**src/hdl/tneq_pkg.sv**
```systemverilog
`timescale 1ns / 1ps
// Shared types and constants for the timed note event queue.
// No dependencies.
package tneq_pkg;

  localparam int unsigned QUEUE_DEPTH_DEF = 16;
  localparam int unsigned FRAME_BITS_DEF  = 48;

  localparam int unsigned RATE_W    = 18;
  localparam int unsigned DELAY_W   = 16;
  localparam int unsigned FRAMES_W  = 16;
  localparam int unsigned DUE_W     = 48;
  localparam int unsigned PAYLOAD_W = 24;

  localparam logic [RATE_W-1:0] SAMPLE_RATE_RESET = RATE_W'(44100);

  // delay_ms * sample_rate, then divide by 1000 as (x >> 3) / 125
  localparam int unsigned PROD_W      = DELAY_W + RATE_W;
  localparam int unsigned DIV_PRE     = 3;
  localparam int unsigned SCALED_W    = PROD_W - DIV_PRE;
  localparam int unsigned RECIP_W     = 32;
  localparam logic [RECIP_W-1:0] RECIP_125 = 32'd2199023256;  // ceil(2^38 / 125)
  localparam int unsigned RECIP_SHIFT = 38;
  localparam int unsigned MUL2_W      = SCALED_W + RECIP_W;
  localparam int unsigned QUOT_W      = MUL2_W - RECIP_SHIFT;

  localparam logic [1:0] ACT_NOTE_ON  = 2'd0;
  localparam logic [1:0] ACT_NOTE_OFF = 2'd1;
  localparam logic [1:0] ACT_TICK     = 2'd2;

  localparam logic REG_SAMPLE_RATE = 1'b0;

  typedef enum logic [2:0] {
    KIND_NOTE_ON    = 3'd0,
    KIND_NOTE_OFF   = 3'd1,
    KIND_TICK_DONE  = 3'd2,
    KIND_SCHEDULED  = 3'd3,
    KIND_DROPPED    = 3'd4
  } kind_t;

  typedef struct packed {
    logic insert;
    logic pop;
  } tneq_ctrl_t;

endpackage

```
**src/hdl/tneq_scale.sv**
```systemverilog
`timescale 1ns / 1ps
// Due frame pipeline: current_frame + floor(delay_ms * sample_rate / 1000).
// Three register stages, free running. Depends on tneq_pkg.
module tneq_scale import tneq_pkg::*; #(
  parameter int unsigned FRAME_BITS = FRAME_BITS_DEF
) (
  input  logic                  clk,
  input  logic [DELAY_W-1:0]    delay_ms,
  input  logic [RATE_W-1:0]     sample_rate,
  input  logic [FRAME_BITS-1:0] current_frame,
  output logic [FRAME_BITS-1:0] due
);

  logic [PROD_W-1:0] prod;
  logic [MUL2_W-1:0] prod2;

  always_ff @(posedge clk) begin
    prod  <= PROD_W'(delay_ms) * PROD_W'(sample_rate);
    prod2 <= MUL2_W'(prod[PROD_W-1:DIV_PRE]) * MUL2_W'(RECIP_125);
    due   <= current_frame + FRAME_BITS'(prod2[MUL2_W-1:RECIP_SHIFT]);
  end

endmodule

```
**config.mk**
```make
export PLATFORM = sky130hd
export DESIGN_NAME = tneq_scale
export DESIGN_NICKNAME = d
export VERILOG_FILES = /design/src/hdl/tneq_pkg.sv /design/src/hdl/tneq_scale.sv
export SDC_FILE = /design/constraint.sdc
export NUM_CORES = 2
export LEC_CHECK = 0
export BUFFER_PORTS_ARGS = -buffer_cell sky130_fd_sc_hd__buf_2
export CORE_AREA = 2 2 249 251
export DETAILED_ROUTE_END_ITERATION = 10
export DIE_AREA = 0 0 251 253
export GPL_ROUTABILITY_DRIVEN = 0
export GPL_TIMING_DRIVEN = 0
export PLACE_DENSITY_LB_ADDON = 0.05
export SKIP_CTS_REPAIR_TIMING = 1
export SLEW_MARGIN = 0
export SYNTH_ARGS = -nofsm -noshare
export SYNTH_HDL_FRONTEND = slang
export SYNTH_SLANG_ARGS = --single-unit
```
**constraint.sdc**
```tcl
create_clock -name clk -period 16.43 [get_ports clk]
set_input_delay 2.4645 -clock clk [delete_from_list [all_inputs] [get_ports clk]]
set_output_delay 2.4645 -clock clk [all_outputs]
set_load 0.02 [all_outputs]
```
==> out/metrics.csv <==
stage,metric,value,unit
sta,Fin. Hold Viols,0,
routing,DRT Pass-1 Iters,5,
synth,Synth top area share,37.52,%
cts,clock sinks,104,
critical_path,"delay-heaviest family, CP",adder cells,
die,chip width,251,microns
synth,Post-synth top cells,"inv_1, fa_1, ha_1, nand2_1, and2_1",
placement,DPL Wire Length,61.84,mm
grt,vias in the first global route,20910,
critical_path,CP Cell Sequence,"clkbuf_1, clkbuf_1, nand2_1, fa_1, inv_1, fa_1, inv_1, fa_1, fa_1, inv_1, fa_1, inv_1, fa_1, inv_1, ha_1, o21a_1, o211ai_1, and2_1, o311ai_0, nand3_1, a21oi_1, o221ai_1, xnor2_1",
critical_path,critical path's slowest cell,fa_1,
critical_path,crit path kind,input port to flop,
die,core area,0.06103,sq mm
die,die area,0.06350,sq mm
routing,Routed WL,70.40,mm
status,status,finished clean,
die,IO Pins,131,
grt,Total GRT Usage,22.87,%
synth,Post-Synthesis Cells,2908,
synth,Post-synth EDFFs,0,
critical_path,"Max FO, Critical Path",10,
synth,most common cell in the netlist,inv_1,
grt,GRT overflow,0,
routing,initial DRC count,705,
routing,Post-DRT Antenna Nets,0,
critical_path,max incr delay on CP,560,ps
sta,Max Slew Vio Count,0,
final_layout,fraction of layout cells with a size suffix above 1,4.926,%
cts,Worst-Skew Late Latency,400,ps
synth,post-synthesis cell type count,63,
placement,Port Buffers,121,
die,die height,253,microns
synth,Mapped Area,0.02721,sq mm
grt,first-pass GRT wire length,112.7,mm
grt,antenna violations before repair,1,
routing,routed vias/inst,5.039,
cts,clock-pin slew of the registers on the worst-case setup and hold paths,80,ps
critical_path,CP arrival,9050,ps
final_layout,FILL cells,5938,
final_layout,area added between synthesis and finish,7.077,%
critical_path,"Top cell by count, worst path",fa_1,
synth,Async SR Flop Fraction,0,%
sta,max_slew headroom,44.99,%
cts,clock root buffer,clkbuf_16,
cts,TritonCTS Buffers,9,
grt,largest net degree at the start of global routing,24,
synth,synthesis-stage register bit count,104,
critical_path,Worst EP required,16700,ps
run,max_cap viols,0,
synth,largest cells by area after synthesis,"fa_1, ha_1, inv_1",
die,Row Count,91,
sta,final setup violating endpoints,0,
routing,WL/cell,18.35,microns
synth,yosys warns,0,
routing,via count,19330,
cts,CTS Buffer Depth,2,
cts,CTS H-tree depth,3,
sta,RSZ-0062 raised after global routing,false,
sta,clock skew,20.93,ps
synth,Most used DFF post-synth,dfxtp_1,
sta,final setup TNS,0,ps
synth,cell taking the most area after synthesis,fa_1,
cts,CTS tree,built,
critical_path,CP endpoint kind,flop,
synth,"Avg Cell Area, Syn",9.356,sq um
routing,Residual DRC,0,
critical_path,Worst Setup Start Kind,input port,
die,Initial Util,44.58,%
min_path,hold crit path type,flop to flop,
sta,Final min period,8784,ps
sta,fmax,113.8,MHz
final_layout,fin nets,4142,
synth,Syn Nets,4010,
sta,final worst-path cycle share,53.46,%
critical_path,critical path buffer and inverter count,7,
synth,"Seq/Total Area, Yosys",7.652,%
sta,worst slew pin tran,824.0,ps
[state kept, by name, indices dropped and copies added (netlist names)]
name,cells
due,48
prod2,25
prod,31
[placed cells by master, fill, tap and decap left out, types with 4 or more instances in the layout]
cell type	count
a21oi_1	88
a211oi_1	5
clkinv_8	4
o21a_1	10
a21o_1	46
a221oi_1	5
dfxtp_1	104
nand2b_1	8
fa_1	510
a31oi_1	14
inv_1	812
nor2b_1	9
nor4_1	5
o21ai_0	50
nor2_1	70
o211ai_1	7
nand3_1	28
clkbuf_16	9
buf_2	122
xnor2_1	65
a41oi_1	5
clkbuf_1	50
o31ai_1	4
xor2_1	31
and3_1	11
or3_1	7
ha_1	509
nor3_1	12
o21ai_1	4
nand4_1	21
and2_1	115
and4_1	5
o21bai_1	16
nand2_1	236
[metal layers]
layer  up-vias  routed length, microns  GRT usage, %  part of all wire [%]
met5         -                       0             0                     0
met4         0                    1543         5.442                   2.2
met3        78                    1605         1.943                   2.3
met2       314                   35140         40.93                    50
met1      9718                   32100         29.98                    46
li1       9218                       -             -                     -
[through the flow]
step                setup WS (ps)  util, %  std cells  hold slack [ps]  cell area [sq um]
CTS                          7604    47.73       3835            458.6              29130
floorplan                    8363        -       2908            420.0              27210
global route                 7323    47.74       3836            478.3              29130
global placement             7266    47.20       3819            433.5              28800
finish                       7646    47.74       3836            450.2              29130
detailed placement           7165    47.20       3819            438.8              28800
[kinds of logic after synthesis]
group / synth area share [%]
xor+xnor: 3.090
simple gates: 9.445
compound gates: 6.972
flops: 7.652
buf+inv: 11.91
fa+ha+maj: 60.93
[final timing paths]
| path | from | end | slack [ps] | depth (start not counted) |
|---|---|---|---|---|
| worst max-delay path | delay_ms[4] | prod[33]$_DFF_P_ | 7650 | 23 |
| worst min-delay path | prod2[38]$_DFF_P_ | due[0]$_DFF_P_ | 450 | 1 |
| worst max register to register | prod[24]$_DFF_P_ | prod2[61]$_DFF_P_ | 8560 | 24 |
| worst min register to register | prod2[38]$_DFF_P_ | due[0]$_DFF_P_ | 450 | 1 |
[final cells by class]
cell class | count | area (sq um) | share of cell area, %
buffer | 51 | 192.7 | 0.6614
clock buffer | 9 | 225.2 | 0.7730
inverter | 812 | 3048 | 10.46
sequential | 104 | 2082 | 7.146
clock inverter | 7 | 103.9 | 0.3565
antenna | 1 | 2.502 | 0.008589
timing repair buffer | 121 | 605.6 | 2.079
multi-input combinational | 1941 | 21890 | 75.12
tap | 790 | 988.4 | 3.393
Power is left out: the tool's default activity adds up to more than one toggle a clock period on the data nets, which glitch-free logic cannot reach.
