--- config.mk ---
export PLATFORM = sky130hd
export DESIGN_NAME = tneq_cell
export DESIGN_NICKNAME = d
export VERILOG_FILES = /design/src/hdl/tneq_pkg.sv /design/src/hdl/tneq_cell.sv
export SDC_FILE = /design/constraint.sdc
export NUM_CORES = 1
export LEC_CHECK = 0
export BUFFER_PORTS_ARGS = -buffer_cell sky130_fd_sc_hd__buf_2
export CAP_MARGIN = 20
export CORE_AREA = 2 2 117 119
export CTS_CLUSTER_DIAMETER = 80
export DETAILED_ROUTE_END_ITERATION = 12
export DIE_AREA = 0 0 119 121
export PLACE_DENSITY_LB_ADDON = 0.25
export RECOVER_POWER = 50
export SKIP_LAST_GASP = 1
export SYNTH_ARGS = -nofsm -noshare
export SYNTH_HDL_FRONTEND = slang
export SYNTH_SLANG_ARGS = --single-unit
export TNS_END_PERCENT = 5
--- constraint.sdc ---
create_clock -name clk -period 9 [get_ports clk]
set_input_delay 1.8 -clock clk [delete_from_list [all_inputs] [get_ports clk]]
set_output_delay 1.8 -clock clk [all_outputs]
set_load 0.005 [all_outputs]
--- src/hdl/tneq_pkg.sv ---
`timescale 1ns / 1ps
// Shared types and constants for the timed note event queue.
// No dependencies.
package tneq_pkg;

  localparam int unsigned QUEUE_DEPTH_DEF = 16;
  localparam int unsigned FRAME_BITS_DEF  = 48;

  localparam int unsigned RATE_W    = 18;
  localparam int unsigned DELAY_W   = 16;
  localparam int unsigned FRAMES_W  = 16;
  localparam int unsigned DUE_W     = 48;
  localparam int unsigned PAYLOAD_W = 24;

  localparam logic [RATE_W-1:0] SAMPLE_RATE_RESET = RATE_W'(44100);

  // delay_ms * sample_rate, then divide by 1000 as (x >> 3) / 125
  localparam int unsigned PROD_W      = DELAY_W + RATE_W;
  localparam int unsigned DIV_PRE     = 3;
  localparam int unsigned SCALED_W    = PROD_W - DIV_PRE;
  localparam int unsigned RECIP_W     = 32;
  localparam logic [RECIP_W-1:0] RECIP_125 = 32'd2199023256;  // ceil(2^38 / 125)
  localparam int unsigned RECIP_SHIFT = 38;
  localparam int unsigned MUL2_W      = SCALED_W + RECIP_W;
  localparam int unsigned QUOT_W      = MUL2_W - RECIP_SHIFT;

  localparam logic [1:0] ACT_NOTE_ON  = 2'd0;
  localparam logic [1:0] ACT_NOTE_OFF = 2'd1;
  localparam logic [1:0] ACT_TICK     = 2'd2;

  localparam logic REG_SAMPLE_RATE = 1'b0;

  typedef enum logic [2:0] {
    KIND_NOTE_ON    = 3'd0,
    KIND_NOTE_OFF   = 3'd1,
    KIND_TICK_DONE  = 3'd2,
    KIND_SCHEDULED  = 3'd3,
    KIND_DROPPED    = 3'd4
  } kind_t;

  typedef struct packed {
    logic insert;
    logic pop;
  } tneq_ctrl_t;

endpackage

--- src/hdl/tneq_cell.sv ---
`timescale 1ns / 1ps
// One slot of the sorted event chain: holds a due frame and packed payload.
// Depends on tneq_pkg.
module tneq_cell import tneq_pkg::*; #(
  parameter int unsigned INDEX      = 0,
  parameter int unsigned FRAME_BITS = FRAME_BITS_DEF,
  parameter int unsigned CNT_W      = 5
) (
  input  logic                  clk,
  input  tneq_ctrl_t            ctrl,
  input  logic [CNT_W-1:0]      count,
  input  logic [FRAME_BITS-1:0] new_due,
  input  logic [PAYLOAD_W-1:0]  new_payload,
  input  logic                  left_ge,
  input  logic [FRAME_BITS-1:0] left_due,
  input  logic [PAYLOAD_W-1:0]  left_payload,
  input  logic [FRAME_BITS-1:0] right_due,
  input  logic [PAYLOAD_W-1:0]  right_payload,
  output logic [FRAME_BITS-1:0] due,
  output logic [PAYLOAD_W-1:0]  payload,
  output logic                  ge
);

  // empty slot or stored due not below the new one
  assign ge = (CNT_W'(INDEX) >= count) || (due >= new_due);

  always_ff @(posedge clk) begin
    if (ctrl.insert && ge) begin
      if (left_ge) begin
        due     <= left_due;
        payload <= left_payload;
      end else begin
        due     <= new_due;
        payload <= new_payload;
      end
    end else if (ctrl.pop) begin
      due     <= right_due;
      payload <= right_payload;
    end
  end

endmodule

==> run_results.csv, run 1 <==
group,metric,value,unit
run_status,run_status,"complete, but fails checks",
run_status,failed_checks,"capacitance limit, slew limit",
sta,timing_worst_slew_pin_value,1.64,ns
die,die_y,121,µm
critical_path,critical_path_class,"input port to flop",
yosys,syn_avg_cell_area,11.6,µm²
critical_path,critical_path_peak_fanout,41,
die,die_area,14400,µm²
sta,final_period_demand_of_the_worst_path,5.79,ns
die,core_area,13100,µm²
layout,fill_cells,1226,
detailed_routing,dr_total_vias,4597,
flow_run,drv_cap,1,
sta,setup_viol,0,
yosys,post_synth_num_cell_types,36,
detailed_routing,wl,14700,µm
layout,final_cell_mix,"sky130_fd_sc_hd__buf_2 (245), sky130_fd_sc_hd__edfxtp_1 (72), sky130_fd_sc_hd__nand2_1 (55), sky130_fd_sc_hd__clkbuf_1 (51)",
sta,finalCritPeriodShare,0.644,
critical_path,worstPathArrival,5.88,ns
yosys,syn-instance-count,457,
cts,cts-root-to-sink-buffers,2,
cts,cts_tree,"yes",
cts,cts.htree.levels,3,
sta,fmax,173,MHz
yosys,synthesis.yosys.warnings,0,
critical_path,crit_path_max_incr_delay,1.13,ns
detailed_routing,drt_first_pass_iters,4,
cts,cts_setup_buffers,0,
cts,clock_insertion_delay_worst_skew,0.34,ns
critical_path,timing.critical_path.from_type,"input port",
power_and_ir_drop,leakage,0.00338,µW
critical_path,critical_path.endpoint_type,"flop",
yosys,yosysSeqAreaShare,0.407,
cts,cts_made_buffers,9,
cts,clock-sinks,72,
detailed_routing,vias_per_cell,4.95,
global_routing,global_route_wire_length_before_repair,22200,µm
critical_path,regToRegSetupSlack,4.39,ns
global_routing,largest_net_degree_at_the_start_of_global_routing,73,
layout,fin_area,6990,µm²
worst_hold_path,min_path_type,"input port to flop",
die,fp-row-count,42,
layout,mostFrequentLayoutCell,"sky130_fd_sc_hd__buf_2",
place,detailed_place.area,6910,µm²
sta,slew_headroom,-0.0988,
critical_path,timing.critical_path.slowest_stage_cell,"sky130_fd_sc_hd__nand3_1",
die,dieWidth,119,µm
layout,synthToLayoutAreaGrowth,31.6,%
power_and_ir_drop,p_per_area,158,nW/µm²
place,gp_routability_congestion,0.845,
cts,cts_resized,0,
sta,finalHoldViolCount,0,
cts,holdBufCountCts,0,
sta,final_max_slew_viol_count,34,
yosys,synth.cell_area,5310,µm²
global_routing,grt-ovfl-total,0,
sta,setup_repair_after_global_routing_missed_its_margin,"no",
die,start_util,0.406,
place,post-dp-hpwl,11600,µm
global_routing,first_global_vias,4716,
sta,skew,0.00914,ns
power_and_ir_drop,irDropWorstVdd,0.000121,V
sta,setup_tns_final,0,ns
detailed_routing,antenna_violating_nets_post_route,0,
cts,cts_root_buffer,"sky130_fd_sc_hd__clkbuf_16",
detailed_routing,wire_per_inst,15.9,µm
layout,final_nets,1020,
detailed_routing,drc_errors,0,
yosys,synth_seq_cells,72,
critical_path,timing.critical_path.cells,"buf_2 -> inv_1 -> ha_1 -> and3_4 -> a221oi_1 -> nor2b_1 -> or4_4 -> o21ai_2 -> nand3_1 -> buf_4 -> mux2_1",
detailed_routing,drtIter0Drc,200,
place,io_buffer_count,297,
yosys,postSynthNetCount,730,
global_routing,gr-usage-all-layers,0.198,
power_and_ir_drop,p_total,1100,µW
layout,n_antenna_cell,0,
die,floorplan.io_pins,298,
cts,cts.reportedPaths.clkPinSlew,0.06,ns
layout,post_route_cells_drive_above_1_share,0.438,
critical_path,worst_ep_required_time,9.09,ns
global_routing,antenna_found_initial,0,
## area by class of cell
type,count,area [µm²],share of cell area
Sequential cell,72,2160,0.309
Multi-Input combinational cell,315,2700,0.386
Tap cell,176,220,0.0315
Timing Repair Buffer,299,1440,0.206
Clock inverter,5,47.5,0.00680
Inverter,50,188,0.0268
Clock buffer,11,233,0.0333
## power breakdown
part,switching [µW],total (µW),internal (µW)
clock,137,349,212
combinational,146,302,156
sequential,21.8,452,430
total,305,1100,798
## worst paths after layout
| check | from | endpoint | cells past startpoint |
|---|---|---|---|
| setup / recovery | new_due[35] | due[7] | 11 |
| hold / removal | right_due[36] | due[36] | 2 |
| hold reg to reg | due[15] | due[42] | 5 |
| setup reg to reg | due[35] | due[7] | 9 |
## flip-flops by register name, indices dropped and copies added, names as in the netlist
register and count:
due 48, payload 24
## synthesized netlist by cell type
cell                         n  area (µm²)
sky130_fd_sc_hd__nor3_1      3        15.0
sky130_fd_sc_hd__nand3_1     7        35.0
sky130_fd_sc_hd__nor2b_1     1        6.26
sky130_fd_sc_hd__mux2_4     69        1040
sky130_fd_sc_hd__ha_1       48         601
sky130_fd_sc_hd__or2_2       1        6.26
sky130_fd_sc_hd__o21ai_0    50         250
sky130_fd_sc_hd__a21boi_0    2        15.0
sky130_fd_sc_hd__nand2_1    55         206
sky130_fd_sc_hd__and3_4      1        11.3
sky130_fd_sc_hd__buf_1       4        15.0
sky130_fd_sc_hd__nand4_1     8        50.1
sky130_fd_sc_hd__nor2_1      4        15.0
sky130_fd_sc_hd__a211o_1     1        8.76
sky130_fd_sc_hd__a221oi_1    1        8.76
sky130_fd_sc_hd__o21a_1      1        7.51
sky130_fd_sc_hd__o21ai_2     1        8.76
sky130_fd_sc_hd__edfxtp_1   72        2160
sky130_fd_sc_hd__nor4_1      1        6.26
sky130_fd_sc_hd__a211oi_1    2        15.0
sky130_fd_sc_hd__or4_4       1        11.3
sky130_fd_sc_hd__nand2b_1    1        6.26
sky130_fd_sc_hd__clkbuf_1    9        33.8
sky130_fd_sc_hd__buf_6       7        78.8
sky130_fd_sc_hd__a2111oi_0   1        8.76
sky130_fd_sc_hd__inv_1      50         188
sky130_fd_sc_hd__o31a_1      1        8.76
sky130_fd_sc_hd__and3_2      1        7.51
sky130_fd_sc_hd__nand3_4     1        17.5
sky130_fd_sc_hd__a21o_1      6        45.0
sky130_fd_sc_hd__o221ai_1    1        8.76
sky130_fd_sc_hd__a221o_1     1        10.0
sky130_fd_sc_hd__a21oi_1    15        75.1
sky130_fd_sc_hd__mux2_2     28         315
sky130_fd_sc_hd__and3_1      1        6.26
sky130_fd_sc_hd__a2111o_1    1        11.3
## worst max-delay path: cells and delay by family
| family | cells | cell delay (ns) |
|---|---|---|
| buf+inv | 3 | 0.94 |
| fa+ha+maj | 1 | 0.32 |
| simple gates | 4 | 1.90 |
| mux | 1 | 0.42 |
| compound gates | 2 | 0.47 |
## logic make-up after synthesis
family,count (synthesis),synth area share
AOI/OAI and AO/OA,84,0.0907
buffers and inverters,70,0.0594
adders and majority gates,48,0.113
DFF,72,0.407
and+or+nand+nor,86,0.0754
muxes,97,0.254
## per-stage QoR
step / setup WS, ns / util / std cells / hold WS [ns]
detailed placement: 3.50 / 0.528 / 912 / 1.58
global placement: 3.61 / 0.528 / 912 / 1.54
finish: 3.21 / 0.534 / 928 / 1.74
floorplan: 3.90 / - / 457 / 1.11
global route: 2.94 / 0.534 / 928 / 1.73
CTS: 3.49 / 0.550 / 928 / 1.59
## metal layers
layer,track usage,vias up,wire (µm)
met5,0,-,0
met4,0.0960,0,465
met3,0.0493,33,1120
met2,0.357,210,7360
met1,0.218,2110,5770
li1,-,2244,-
Note: power is estimated with default switching activity, not from simulation.
==> run 2, diff against run 1 <==
--- a/config.mk
+++ b/config.mk
@@ -5,12 +5,13 @@
 export SDC_FILE = /design/constraint.sdc
 export NUM_CORES = 1
 export LEC_CHECK = 0
+export ABC_AREA = 1
 export BUFFER_PORTS_ARGS = -buffer_cell sky130_fd_sc_hd__buf_2
 export CAP_MARGIN = 20
-export CORE_AREA = 2 2 117 119
+export CORE_MARGIN = 2
+export CORE_UTILIZATION = 41
 export CTS_CLUSTER_DIAMETER = 80
 export DETAILED_ROUTE_END_ITERATION = 12
-export DIE_AREA = 0 0 119 121
 export PLACE_DENSITY_LB_ADDON = 0.25
 export RECOVER_POWER = 50
 export SKIP_LAST_GASP = 1
==> constraint.sdc (replaced) <==
create_clock -name clk -period 4.85 [get_ports clk]
set_input_delay 0.97 -clock clk [delete_from_list [all_inputs] [get_ports clk]]
set_output_delay 0.97 -clock clk [all_outputs]
set_load 0.005 [all_outputs]
==> run 2 against run 1 <==
Compared with the run above:
- the run still ends with capacitance limit, slew limit left
- design area increased by 2.4%
- combinational power up 120%
- area after synthesis is 3.1% higher
- largest power group unchanged
==> run_results.csv, run 2 <==
group,metric,value,unit
run_status,run_status,"complete, but fails checks",
run_status,failed_checks,"capacitance limit, slew limit",
die,die_area,14300,µm²
power_and_ir_drop,p_int,1430,µW
cts,cts.reportedPaths.clkPinSlew,0.06,ns
cts,cts_tree,"yes",
cts,cts_root_buffer,"sky130_fd_sc_hd__clkbuf_16",
place,post-dp-hpwl,11800,µm
detailed_routing,drc_errors,0,
critical_path,cp_common_cell,"sky130_fd_sc_hd__nand2_1",
power_and_ir_drop,p_per_area,294,nW/µm²
power_and_ir_drop,swShare,0.321,
cts,clock_insertion_delay_worst_skew,0.33,ns
die,die_y,120,µm
yosys,synthesis.yosys.warnings,0,
critical_path,timing.critical_path.cells,"buf_2 -> inv_1 -> ha_1 -> nand2_1 -> nor4_1 -> nand2_1 -> nand2_1 -> nand2_1 -> nand2_4 -> nand2_4 -> nand2_1 -> buf_4",
global_routing,global_route_wire_length_before_repair,24600,µm
detailed_routing,vias_per_cell,4.78,
critical_path,worst_path_dominant_cell_family,"simple AND/OR/NAND/NOR gates",
critical_path,regToRegSetupSlack,1.32,ns
layout,synthToLayoutAreaGrowth,30.8,%
detailed_routing,met3WireLength,1290,µm
layout,mostFrequentLayoutCell,"sky130_fd_sc_hd__nand2_1",
cts,cts.htree.levels,3,
detailed_routing,routed-wl-met2,7560,µm
yosys,top_area_cell_type_share_of_the_netlist_area,0.395,
yosys,syn-instance-count,666,
global_routing,gr-usage-all-layers,0.217,
worst_hold_path,worst_hold_path.endpoint,"payload[20]",
critical_path,critical_path_peak_fanout,35,
sta,final_period_demand_of_the_worst_path,3.88,ns
yosys,number_of_enable_type_register_cells_in_the_synthesized_netlist,72,
yosys,postSynthNetCount,939,
yosys,yosys-top-cells-count,"sky130_fd_sc_hd__nand2_1 (245), sky130_fd_sc_hd__edfxtp_1 (72), sky130_fd_sc_hd__inv_1 (63), sky130_fd_sc_hd__nand3_1 (56), sky130_fd_sc_hd__o21ai_0 (50)",
sta,setup_viol,0,
power_and_ir_drop,irDropWorstVdd,0.000174,V
yosys,share_of_synthesized_flip_flops_with_an_asynchronous_set_or_reset,0,
place,io_buffer_count,297,
place,gp_routability_congestion,0.809,
layout,final_cell_mix,"sky130_fd_sc_hd__nand2_1 (245), sky130_fd_sc_hd__buf_2 (243), sky130_fd_sc_hd__edfxtp_1 (72), sky130_fd_sc_hd__inv_1 (63), sky130_fd_sc_hd__nand3_1 (56)",
sta,slew_headroom,-0.0417,
global_routing,antenna_found_initial,0,
critical_path,cp.buffers_inverters,3,
detailed_routing,m1WireLength,6580,µm
die,fp-row-count,42,
global_routing,grt-ovfl-total,0,
detailed_routing,antenna_violating_nets_post_route,0,
cts,cts_resized,0,
die,core_area,13100,µm²
yosys,synth.most_common_cell,"sky130_fd_sc_hd__nand2_1",
critical_path,worst_ep_required_time,4.85,ns
sta,finalHoldViolCount,0,
critical_path,timing.critical_path.from_type,"input port",
sta,fmax,258,MHz
place,dpl.cell_count,1108,
detailed_routing,dr_total_vias,5361,
die,dieWidth,120,µm
layout,regMostFlops,"due",
detailed_routing,drtIter0Drc,219,
layout,final_cells,1122,
worst_hold_path,min_path_type,"input port to flop",
sta,final_max_slew_viol_count,109,
sta,finalCritPeriodShare,0.800,
cts,clock-sinks,72,
cts,holdBufCountCts,0,
critical_path,critical_path.endpoint_type,"flop",
critical_path,crit_path_max_incr_delay,1.11,ns
layout,largest_register_ffs,48,
critical_path,worstReg2RegEnd,"payload[15]",
sta,timing_worst_slew_pin_value,1.56,ns
global_routing,first_global_vias,5136,
critical_path,regToRegStartpoint,"due[14]",
yosys,synth_area_leader_cell,"sky130_fd_sc_hd__edfxtp_1",
layout,fill_cells,1319,
detailed_routing,wl,15800,µm
sta,setup_tns_final,0,ns
yosys,post_synth_num_cell_types,27,
layout,post_route_cells_drive_above_1_share,0.332,
layout,final_nets,1217,
detailed_routing,drt_first_pass_iters,7,
worst_hold_path,hold_depth,3,
power_and_ir_drop,power_switching,675,µW
power_and_ir_drop,leakage,0.00377,µW
die,start_util,0.417,
power_and_ir_drop,power_frac_seq,0.412,
cts,cts_made_buffers,9,
yosys,synth_seq_cells,72,
critical_path,worst-r2r-cell-count,10,
yosys,syn_avg_cell_area,8.22,µm²
critical_path,worstPathArrival,3.88,ns
yosys,ys_dominant_reg_cell,"sky130_fd_sc_hd__edfxtp_1",
detailed_routing,highest_layer,"met4",
detailed_routing,wire_per_inst,14.0,µm
critical_path,timing.critical_path.slowest_stage_cell,"sky130_fd_sc_hd__nand2_1",
cts,cts_setup_buffers,0,
yosys,yosysSeqAreaShare,0.395,
sta,skew,0.00795,ns
cts,cts-root-to-sink-buffers,2,
yosys,synth.cell_area,5480,µm²
yosys,synth.top_cells.by_area,"sky130_fd_sc_hd__edfxtp_1 (39%), sky130_fd_sc_hd__nand2_1 (17%), sky130_fd_sc_hd__ha_1 (11%), sky130_fd_sc_hd__mux2_2 (5.1%), sky130_fd_sc_hd__nand3_1 (5.1%)",
layout,n_antenna_cell,0,
worst_hold_path,start_point_of_the_worst_min_delay_path,"right_payload[20]",
flow_run,drv_cap,2,
power_and_ir_drop,share_clk_of_total_power,0.267,
power_and_ir_drop,comb_power_share,0.321,
layout,reg.largest.list,"due (48), payload (24)",
global_routing,largest_net_degree_at_the_start_of_global_routing,120,
die,floorplan.io_pins,298,
critical_path,critical_path_class,"input port to flop",
sta,setup_repair_after_global_routing_missed_its_margin,"no",
-- run 2: cell types whose count changed in the layout (fill, tap and decap cells not counted), sizes merged, moves of 2 or more --
cell,previous run,this run
and3,3,0
a21oi,15,19
nand3,8,77
clkbuf,60,63
nand2,55,247
inv,50,64
nor2,4,17
nand4,8,2
a21boi,2,0
a21o,6,3
mux2,97,25
clkinv,4,2
a211oi,2,0
-- run 2: cells by family after synthesis --
group | synth area share
simple gates | 0.284
buf+inv | 0.0923
compound gates | 0.0681
flops | 0.395
fa+ha+maj | 0.110
mux | 0.0514
-- run 2: power groups by stage --
stage / sequential [µW] / combinational (µW) / clock, µW
final: 867 / 675 / 562
after global routing: 879 / 770 / 592
after CTS: 864 / 702 / 573
after detailed placement: 875 / 698 / 0
after global placement: 873 / 692 / 0
after floorplan: 888 / 437 / 0
-- run 2: layout make-up --
cell class | instances | area [µm²] | area share
Inverter | 64 | 240 | 0.0336
Timing Repair Buffer | 303 | 1480 | 0.207
Multi-Input combinational cell | 494 | 2810 | 0.393
Clock buffer | 11 | 233 | 0.0325
Clock inverter | 2 | 10.0 | 0.00140
Tap cell | 176 | 220 | 0.0308
Sequential cell | 72 | 2160 | 0.302
-- run 2: worst reg2reg max path, delay by kind of cell (launching register included) --
kind                     cells  cell delay [ns]
adder cells (fa/ha/maj)      1             0.30
buffers and inverters        1             0.47
AND/OR/NAND/NOR              8             2.02
flip-flops                   1             0.41
-- run 2: how the worst max path moves through the flow --
stage	startpoint	slack [ns]	to	cells after the start
2_1_floorplan	new_due[35]	0.67	due[0]	11
3_3_place_gp	new_due[15]	1.43	due[30]	12
3_5_place_dp	new_due[15]	1.42	payload[1]	12
4_1_cts	new_due[45]	1.43	ge	12
5_1_grt	new_due[15]	0.67	payload[15]	12
6_report	new_due[15]	0.97	payload[15]	12
-- run 2: layer usage --
layer  global-route usage  vias to the layer above
li1                     -                     2768
met1                0.258                     2354
met3               0.0551                       22
met2                0.380                      217
met5                    0                        -
met4               0.0757                        0
-- run 2: stage by stage --
stage          hold slack, ns  utilization  power [µW]  instance area, µm²  setup WS (ns)
2_1_floorplan            1.13            -        1320                5480          0.665
3_3_place_gp             1.23        0.531        1560                6970           1.43
3_5_place_dp             1.24        0.531        1570                6970           1.42
4_1_cts                 0.894        0.549        2140                7210           1.43
5_1_grt                 0.907        0.545        2240                7160          0.668
6_report                0.905        0.545        2100                7160          0.971
==> run 3, diff against run 2 <==
--- a/config.mk
+++ b/config.mk
@@ -8,10 +8,10 @@
 export ABC_AREA = 1
 export BUFFER_PORTS_ARGS = -buffer_cell sky130_fd_sc_hd__buf_2
 export CAP_MARGIN = 20
-export CORE_MARGIN = 2
-export CORE_UTILIZATION = 41
+export CORE_AREA = 2 2 116 118
 export CTS_CLUSTER_DIAMETER = 80
 export DETAILED_ROUTE_END_ITERATION = 12
+export DIE_AREA = 0 0 118 120
 export PLACE_DENSITY_LB_ADDON = 0.25
 export RECOVER_POWER = 50
 export SKIP_LAST_GASP = 1
==> constraint.sdc (replaced) <==
create_clock -name clk -period 3.7 [get_ports clk]
set_input_delay 0.74 -clock clk [delete_from_list [all_inputs] [get_ports clk]]
set_output_delay 0.74 -clock clk [all_outputs]
set_load 0.005 [all_outputs]
==> run 3 against run 2 <==
Compared with the run above:
- the run now ends clean
- worst setup slack worse by 0.33 ns
- clock-buffer cell count decreased by 2
- flip-flop and latch count is the same
- combinational power is 33% higher
- wire length rose by 1.1%
- design area up 0.68%
- final cell count grew 0.45%
- clock skew shrank 0.0013 ns
- critical endpoint is now due[35]
==> run_results.csv, run 3 (synthesis gave the netlist of run 2 again) <==
group,metric,value,unit
power_and_ir_drop,p_per_area,387,nW/µm²
die,floorplan.io_pins,298,
place,worst_case_setup_slack_after_placement,0.793,ns
layout,synthToLayoutAreaGrowth,31.6,%
cts,cts.reportedPaths.clkPinSlew,0.06,ns
layout,final_cell_mix,"sky130_fd_sc_hd__buf_2 (248), sky130_fd_sc_hd__nand2_1 (245), sky130_fd_sc_hd__edfxtp_1 (72), sky130_fd_sc_hd__inv_1 (63), sky130_fd_sc_hd__nand3_1 (56)",
critical_path,worstPathArrival,3.08,ns
worst_hold_path,min_path_type,"input port to flop",
worst_hold_path,start_point_of_the_worst_min_delay_path,"right_due[30]",
layout,reg.largest.list,"due (48), payload (24)",
die,start_util,0.422,
detailed_routing,drc_errors,0,
detailed_routing,vias_per_cell,4.80,
cts,cts_tree,"yes",
critical_path,worst_ep_required_time,3.72,ns
sta,setup_repair_after_global_routing_missed_its_margin,"no",
sta,skew,0.00667,ns
sta,finalHoldViolCount,0,
critical_path,critical_path.endpoint_type,"flop",
power_and_ir_drop,p_int,1880,µW
critical_path,critical_path_peak_fanout,27,
detailed_routing,drtIter0Drc,247,
detailed_routing,dr_total_vias,5408,
worst_hold_path,hold_depth,3,
layout,post_route_cells_drive_above_1_share,0.339,
global_routing,first_global_vias,5283,
layout,n_antenna_cell,0,
sta,final_max_slew_viol_count,0,
sta,final_period_demand_of_the_worst_path,3.06,ns
layout,fill_cells,1318,
sta,timing_worst_slew_pin_value,1.01,ns
cts,cts_made_buffers,9,
sta,setup_tns_final,0,ns
critical_path,worstReg2RegEnd,"due[35]",
critical_path,regToRegSetupSlack,0.77,ns
run_status,run_status,"finished, final reports clean",
cts,cts_resized,0,
sta,setup_viol,0,
cts,cts_root_buffer,"sky130_fd_sc_hd__clkbuf_16",
critical_path,timing.critical_path.from_type,"input port",
sta,finalWorstSetupSlack,0.642,ns
die,core_area,13000,µm²
power_and_ir_drop,p_total,2790,µW
power_and_ir_drop,irDropWorstVdd,0.000179,V
place,io_buffer_count,297,
detailed_routing,wl,15900,µm
sta,finalCritPeriodShare,0.826,
sta,slew_headroom,0.322,
power_and_ir_drop,leakage,0.00381,µW
cts,cts_setup_buffers,0,
cts,clock-sinks,72,
cts,holdBufCountCts,0,
critical_path,critical_path_class,"input port to flop",
global_routing,antenna_found_initial,1,
global_routing,grt-ovfl-total,0,
die,dieWidth,118,µm
detailed_routing,wire_per_inst,14.1,µm
layout,fin_area,7210,µm²
layout,largest_register_ffs,48,
detailed_routing,drt_first_pass_iters,4,
place,post-dp-hpwl,12100,µm
global_routing,global_route_wire_length_before_repair,25700,µm
worst_hold_path,worst_hold_path.endpoint,"due[30]",
place,gp_routability_congestion,0.809,
die,die_y,120,µm
power_and_ir_drop,power_switching,910,µW
critical_path,regToRegStartpoint,"due[14]",
power_and_ir_drop,swShare,0.326,
layout,final_nets,1220,
global_routing,largest_net_degree_at_the_start_of_global_routing,58,
die,fp-row-count,42,
detailed_routing,antenna_violating_nets_post_route,0,
power_and_ir_drop,power_frac_seq,0.406,
critical_path,worst-r2r-cell-count,10,
place,detailed_place.area,7030,µm²
die,die_area,14200,µm²
cts,clock_insertion_delay_worst_skew,0.32,ns
cts,cts.htree.levels,3,
layout,mostFrequentLayoutCell,"sky130_fd_sc_hd__buf_2",
global_routing,gr-usage-all-layers,0.228,
flow_run,drv_cap,0,
cts,cts-root-to-sink-buffers,2,
layout,regMostFlops,"due",
power_and_ir_drop,comb_power_share,0.323,
power_and_ir_drop,share_clk_of_total_power,0.271,
sta,fmax,327,MHz
-- run 3: through the flow --
step / instances / util / hold slack (ns)
after floorplan: 666 / - / 0.919
after global placement: 1112 / 0.541 / 1.00
after detailed placement: 1112 / 0.541 / 1.01
after CTS: 1127 / 0.561 / 0.665
after global routing: 1127 / 0.555 / 0.668
final: 1127 / 0.555 / 0.677
-- run 3: worst max path at each step --
stage / from / endpoint / cells after the start
finish: new_due[15] / due[35] / 12
floorplan: new_due[35] / due[0] / 11
global route: new_due[19] / due[24] / 16
CTS: new_due[47] / ge / 12
detailed placement: new_due[47] / ge / 12
global placement: new_due[15] / due[28] / 12
-- run 3: area by class of cell --
cell class                      count  area (µm²)  share of cell area
Sequential cell                    72        2160               0.300
Multi-Input combinational cell    494        2810               0.390
Clock buffer                        9         225              0.0312
Inverter                           64         240              0.0333
Timing Repair Buffer              306        1520               0.211
Clock inverter                      6        27.5             0.00382
Tap cell                          176         220              0.0306
-- run 3: power by group through the flow --
stage / combinational [µW] / clock (µW) / sequential, µW
detailed placement: 932 / 0 / 1150
global route: 1030 / 812 / 1150
floorplan: 573 / 0 / 1160
global placement: 924 / 0 / 1140
finish: 900 / 756 / 1130
CTS: 941 / 775 / 1130
-- run 3: metal layers --
metal | global-route usage | wire length (µm) | vias up
li1 | - | - | 2774
met1 | 0.269 | 6470 | 2391
met2 | 0.404 | 7810 | 224
met3 | 0.0703 | 1390 | 17
met4 | 0.0557 | 247 | 2
met5 | 0 | 11 | -
-- run 3: worst max-delay path: stages --
cell and delay [ns]:
sky130_fd_sc_hd__buf_2 0.07, sky130_fd_sc_hd__inv_1 0.04, sky130_fd_sc_hd__ha_1 0.28, sky130_fd_sc_hd__nand2_1 0.08, sky130_fd_sc_hd__nor4_1 0.38, sky130_fd_sc_hd__nand2_1 0.09
sky130_fd_sc_hd__nand2_1 0.09, sky130_fd_sc_hd__nand2_1 0.09, sky130_fd_sc_hd__nand2_4 0.10, sky130_fd_sc_hd__nand2_4 0.05, sky130_fd_sc_hd__nand2_1 0.75, sky130_fd_sc_hd__buf_12 0.28
